[src/rtl/fcst_pkg.sv]
package fcst_pkg;

  localparam int CFG_IDX_W = 1;
  localparam int CFG_DATA_W = 1;

  localparam logic [CFG_IDX_W-1:0] REG_RUN_ENABLE = 1'd0;
  localparam logic [CFG_IDX_W-1:0] REG_FUNC_EVENTS_ENABLE = 1'd1;

  localparam logic [1:0] KIND_ENTER = 2'd0;
  localparam logic [1:0] KIND_EXIT = 2'd1;
  localparam logic [1:0] KIND_READ = 2'd2;
  localparam logic [1:0] KIND_CLEAR = 2'd3;

  localparam logic [1:0] STATUS_DONE = 2'd0;
  localparam logic [1:0] STATUS_DISABLED = 2'd1;
  localparam logic [1:0] STATUS_FULL = 2'd2;

  localparam logic [63:0] MIN_NONE = 64'hFFFF_FFFF_FFFF_FFFF;
  localparam logic [31:0] CALLS_MAX = 32'hFFFF_FFFF;

  typedef struct packed {
    logic [1:0]  kind;
    logic [31:0] func_addr;
    logic [63:0] elapsed_time;
    logic [5:0]  slot_index;
  } item_t;

  typedef struct packed {
    logic [1:0]  status;
    logic        hit;
    logic [31:0] entry_addr;
    logic [31:0] entry_calls;
    logic [63:0] entry_total_time;
    logic [63:0] entry_min_time;
    logic [63:0] entry_max_time;
    logic [6:0]  entry_count;
  } result_t;

  typedef struct packed {
    logic [31:0] addr;
    logic [31:0] calls;
    logic [63:0] total;
    logic [63:0] low_time;
    logic [63:0] high_time;
  } entry_t;

  typedef enum logic [1:0] {
    RESP_PLAIN,
    RESP_DISABLED,
    RESP_FULL,
    RESP_READ
  } resp_t;

  typedef struct packed {
    logic  latch;
    logic  scan_clr;
    logic  scan_step;
    logic  rd_index;
    logic  upd_hit;
    logic  alloc;
    logic  clear_all;
    logic  respond;
    resp_t resp;
  } cmd_t;

  typedef struct packed {
    logic [1:0] kind;
    logic       enabled;
    logic       match;
    logic       last;
    logic       free_found;
  } sts_t;

endpackage

[src/rtl/fcst_ctrl.sv]
module fcst_ctrl (
  input  logic          clk,
  input  logic          rst,
  input  logic          start,
  input  fcst_pkg::sts_t sts,
  output fcst_pkg::cmd_t cmd,
  output logic          busy
);
  import fcst_pkg::*;

  typedef enum logic [2:0] {
    S_IDLE,
    S_DISPATCH,
    S_SCAN,
    S_UPDATE,
    S_READ,
    S_FINISH
  } state_t;

  state_t state, state_next;

  always_ff @(posedge clk) begin
    if (rst) begin
      state <= S_IDLE;
      busy <= 1'b0;
    end else begin
      state <= state_next;
      busy <= (state_next != S_IDLE);
    end
  end

  always_comb begin
    state_next = state;
    cmd = '0;
    cmd.resp = RESP_PLAIN;
    unique case (state)
      S_IDLE: begin
        if (start) begin
          cmd.latch = 1'b1;
          state_next = S_DISPATCH;
        end
      end
      S_DISPATCH: begin
        unique case (sts.kind) inside
          KIND_ENTER, KIND_EXIT: begin
            if (!sts.enabled) begin
              cmd.respond = 1'b1;
              cmd.resp = RESP_DISABLED;
              state_next = S_IDLE;
            end else begin
              cmd.scan_clr = 1'b1;
              state_next = S_SCAN;
            end
          end
          KIND_READ: begin
            cmd.rd_index = 1'b1;
            state_next = S_READ;
          end
          default: begin
            cmd.clear_all = 1'b1;
            state_next = S_FINISH;
          end
        endcase
      end
      S_SCAN: begin
        if (sts.match) begin
          state_next = S_UPDATE;
        end else if (sts.last) begin
          if (sts.kind == KIND_EXIT) begin
            state_next = S_FINISH;
          end else if (sts.free_found) begin
            cmd.alloc = 1'b1;
            state_next = S_FINISH;
          end else begin
            cmd.respond = 1'b1;
            cmd.resp = RESP_FULL;
            state_next = S_IDLE;
          end
        end else begin
          cmd.scan_step = 1'b1;
        end
      end
      S_UPDATE: begin
        cmd.upd_hit = 1'b1;
        state_next = S_FINISH;
      end
      S_READ: begin
        cmd.respond = 1'b1;
        cmd.resp = RESP_READ;
        state_next = S_IDLE;
      end
      S_FINISH: begin
        cmd.respond = 1'b1;
        cmd.resp = RESP_PLAIN;
        state_next = S_IDLE;
      end
      default: begin
        state_next = S_IDLE;
      end
    endcase
  end

endmodule

[config.mk]
export PLATFORM = sky130hd
export DESIGN_NAME = fcst_ctrl
export DESIGN_NICKNAME = d
export VERILOG_FILES = /design/src/rtl/fcst_pkg.sv /design/src/rtl/fcst_ctrl.sv
export SDC_FILE = /design/constraint.sdc
export NUM_CORES = 1
export LEC_CHECK = 0
export ABC_CLOCK_PERIOD_IN_PS = 1700
export BUFFER_PORTS_ARGS = -buffer_cell sky130_fd_sc_hd__buf_2
export CORE_AREA = 5 5 42 44
export CTS_BUF_LIST = sky130_fd_sc_hd__clkbuf_16
export DETAILED_ROUTE_END_ITERATION = 16
export DIE_AREA = 0 0 47 49
export PLACE_DENSITY = 0.5
export SETUP_SLACK_MARGIN = 0.4
export SLEW_MARGIN = 20
export SYNTH_ARGS = -nofsm -noshare
export SYNTH_HDL_FRONTEND = slang
export SYNTH_SLANG_ARGS = --single-unit
[constraint.sdc]
create_clock -name clk -period 1.7 [get_ports clk]
set_input_delay 0.34 -clock clk [delete_from_list [all_inputs] [get_ports clk]]
set_output_delay 0.34 -clock clk [all_outputs]
set_load 0.01 [all_outputs]
==> results.md <==
* Hold Path Cell Cnt at 3
* Syn. warnings at 0
* Clock buffer depth at 2
* CTS H-tree lvls at 1
* Met1 Usage GRT at 13.3%
* Initial Util at 24.1%
* Finished Core Util at 49.0%
* Fillcell total at 149
* Root Buffer: clkbuf_16
* Detail Route Antenna Nets at 0
* Distinct cells, synth at 27
* Cell row count at 14
* Clk_skew at 0.000236 ns
* Top cell type's share of synthesized area at 23.7%
* Slew Limit Fails at 0
* Die area at 2300 um2
* CP max stage delay at 0.41 ns
* Busiest grt layer: met2
* #FFs+latches synth at 4
* Unrepaired setup endpoints after global routing: yes
* Clock Latency Late Sink at 0.22 ns
* Routed len/inst at 12.9 um
* CTS Buf Count at 3
* Number of enable flip-flop cells after synthesis at 0
* Leak Pwr at 0.336 nW
* Cell Pwr Density at 845 nW/um2
* Initial antenna violation count at 0
* Final Setup Violations at 0
* Met3 usage at 3.32%
* Vias at 422
* Detailed-route DRC error count at 0
* Drt pass-1 iters at 4
* Starting DRC count in detailed routing at 14
* Crit Path Class: reg2out
* Port Buf Inserts at 19
* Antenna cells at 0
* IO Pins at 20
* CP Cell Sequence: or3b_4 -> nor3b_4 -> buf_2
* Flop2flop setup slack at 0.28 ns
* Number of global-route vias before repair at 430
* WL final at 1150 um
* Fmax at 600 MHz
* Clock-pin slew on the worst setup and hold paths at 0.03 ns
* CTS tree: built
* Fin cells at 89
* Layout Nets at 84
* Most common cell in the netlist: nor2_1
* Dpl cells at 78
* Worst Tran Pin Value at 0.281 ns
* Leading cell types by count after synthesis: nor2_1, a21oi_1, dfxtp_1, nand2b_1
* Share of cells above drive strength 1 at 61.6%
* Total core area at 1400 um2
* Slowest-stage cell, CP: or3b_4
* Worst setup EP type: output port
* Avg Inst Size Synth at 7.86 um2
* FF-to-FF path depth at 6
* DP HPWL at 750 um
* Total gr overflow at 0
* Max cap viols at 0
* Startpoint class of the critical path: flip-flop
* Fin crit share at 98.0%
* Slew headroom at 81.2%
* Synth Flop Type: dfxtp_1
* Die width at 47 um
* Maximum fanout along the worst path at 5
* Top post-synthesis cells by area: dfxtp_1, nand2b_1, a21oi_1
* Netlist Area Pre-Place at 338 um2
* TritonCTS Sinks at 4
* P&R area growth vs syn at 103%
* Tot GR Track Use at 10.3%
* Worst Hold Class: in2reg
* First-pass GRT wire length at 1780 um
* Status: completed
* Via-to-Cell Ratio at 4.74
* Async set-reset flop share out of synthesis at 0%
* Largest net degree at the start of global routing at 9
* Required @ worst endpoint at 1.36 ns
* Routing usage on met2 at 15.4%
* Sequential share of the synthesized area at 23.7%
* Post-CTS Hold Buffers at 0
* Syn nets at 52
* Crit path arrival time at 1.33 ns
* Final min period at 1.67 ns
* Maximum vdd ir drop at 0.000464 V
* Synth Instances at 43
* Final hold violation count at 0
* DIE HEIGHT at 49 um
* Area leader, netlist: dfxtp_1
* Final GP Congestion at 0.680
cell usage in the layout (no fill, tap or decap), drive strengths merged, types with 2 or more instances in the layout:
cell	n
a21oi	4
buf	29
clkbuf	3
dfxtp	4
nand2	2
nand2b	4
nor2	5
nor3	2
nor3b	2
o21a	2
o22ai	2
routing by layer:
layer	up-vias	share of wire [%]
met5	-	0
met4	0	0
met3	0	6.5
li1	217	-
met2	15	50
met1	190	43
timing repair:
action	CTS	global route
resized for setup	11	4
setup endpoints to repair	11	12
pin swaps	6	2
setup buffers	5	3
final timing paths:
kind	start	end
setup / recovery	state[0]	cmd[8]
setup reg to reg	state[0]	busy
hold reg to reg	state[0]	state[0]
hold / removal	rst	state[1]
worst max-delay path: cells and delay by family, from the launching register on:
kind	cells	cell delay, ns
DFF	1	0.36
and+or+nand+nor	2	0.59
buffers and inverters	1	0.15
metrics by stage:
step / area [um2] / worst slack, ns / power (W) / setup TNS [ns] / hold WS (ns)
after floorplan: 367 / 0.296 / 0.000165 / 0 / 0.540
after global placement: 474 / 0.151 / 0.000198 / 0 / 0.652
after detailed placement: 474 / 0.136 / 0.000197 / 0 / 0.647
after CTS: 634 / -0.00225 / 0.000574 / -0.00225 / 0.413
after global routing: 687 / -0.00728 / 0.000604 / -0.00728 / 0.443
final: 687 / 0.0342 / 0.000580 / 0 / 0.425
layout make-up:
cell class	instances	area, um2	share of cell area (%)
inverters	1	3.75	0.546
repair buffers	29	200	29.1
flip-flops and latches	4	88.8	12.9
well taps	16	20.0	2.91
clock buffers	3	75.1	10.9
multi-input cells	36	299	43.5
logic make-up after synthesis:
kind of cell | after synthesis | synth area share, %
AND/OR/NAND/NOR | 23 | 43.0
flip-flops | 4 | 23.7
AO/OA/AOI/OAI | 12 | 23.7
buffers and inverters | 3 | 6.67
multiplexers | 1 | 2.96
power by group:
group | switching (W) | internal (W)
Clock | 0.0000623 | 0.000300
Sequential | 0.00000630 | 0.000101
Combinational | 0.0000531 | 0.0000574
Total | 0.000122 | 0.000459
state kept, by name, summed over array words and instances (netlist names):
register / count
state: 3
busy: 1
Power figures use the tool's default switching activity.
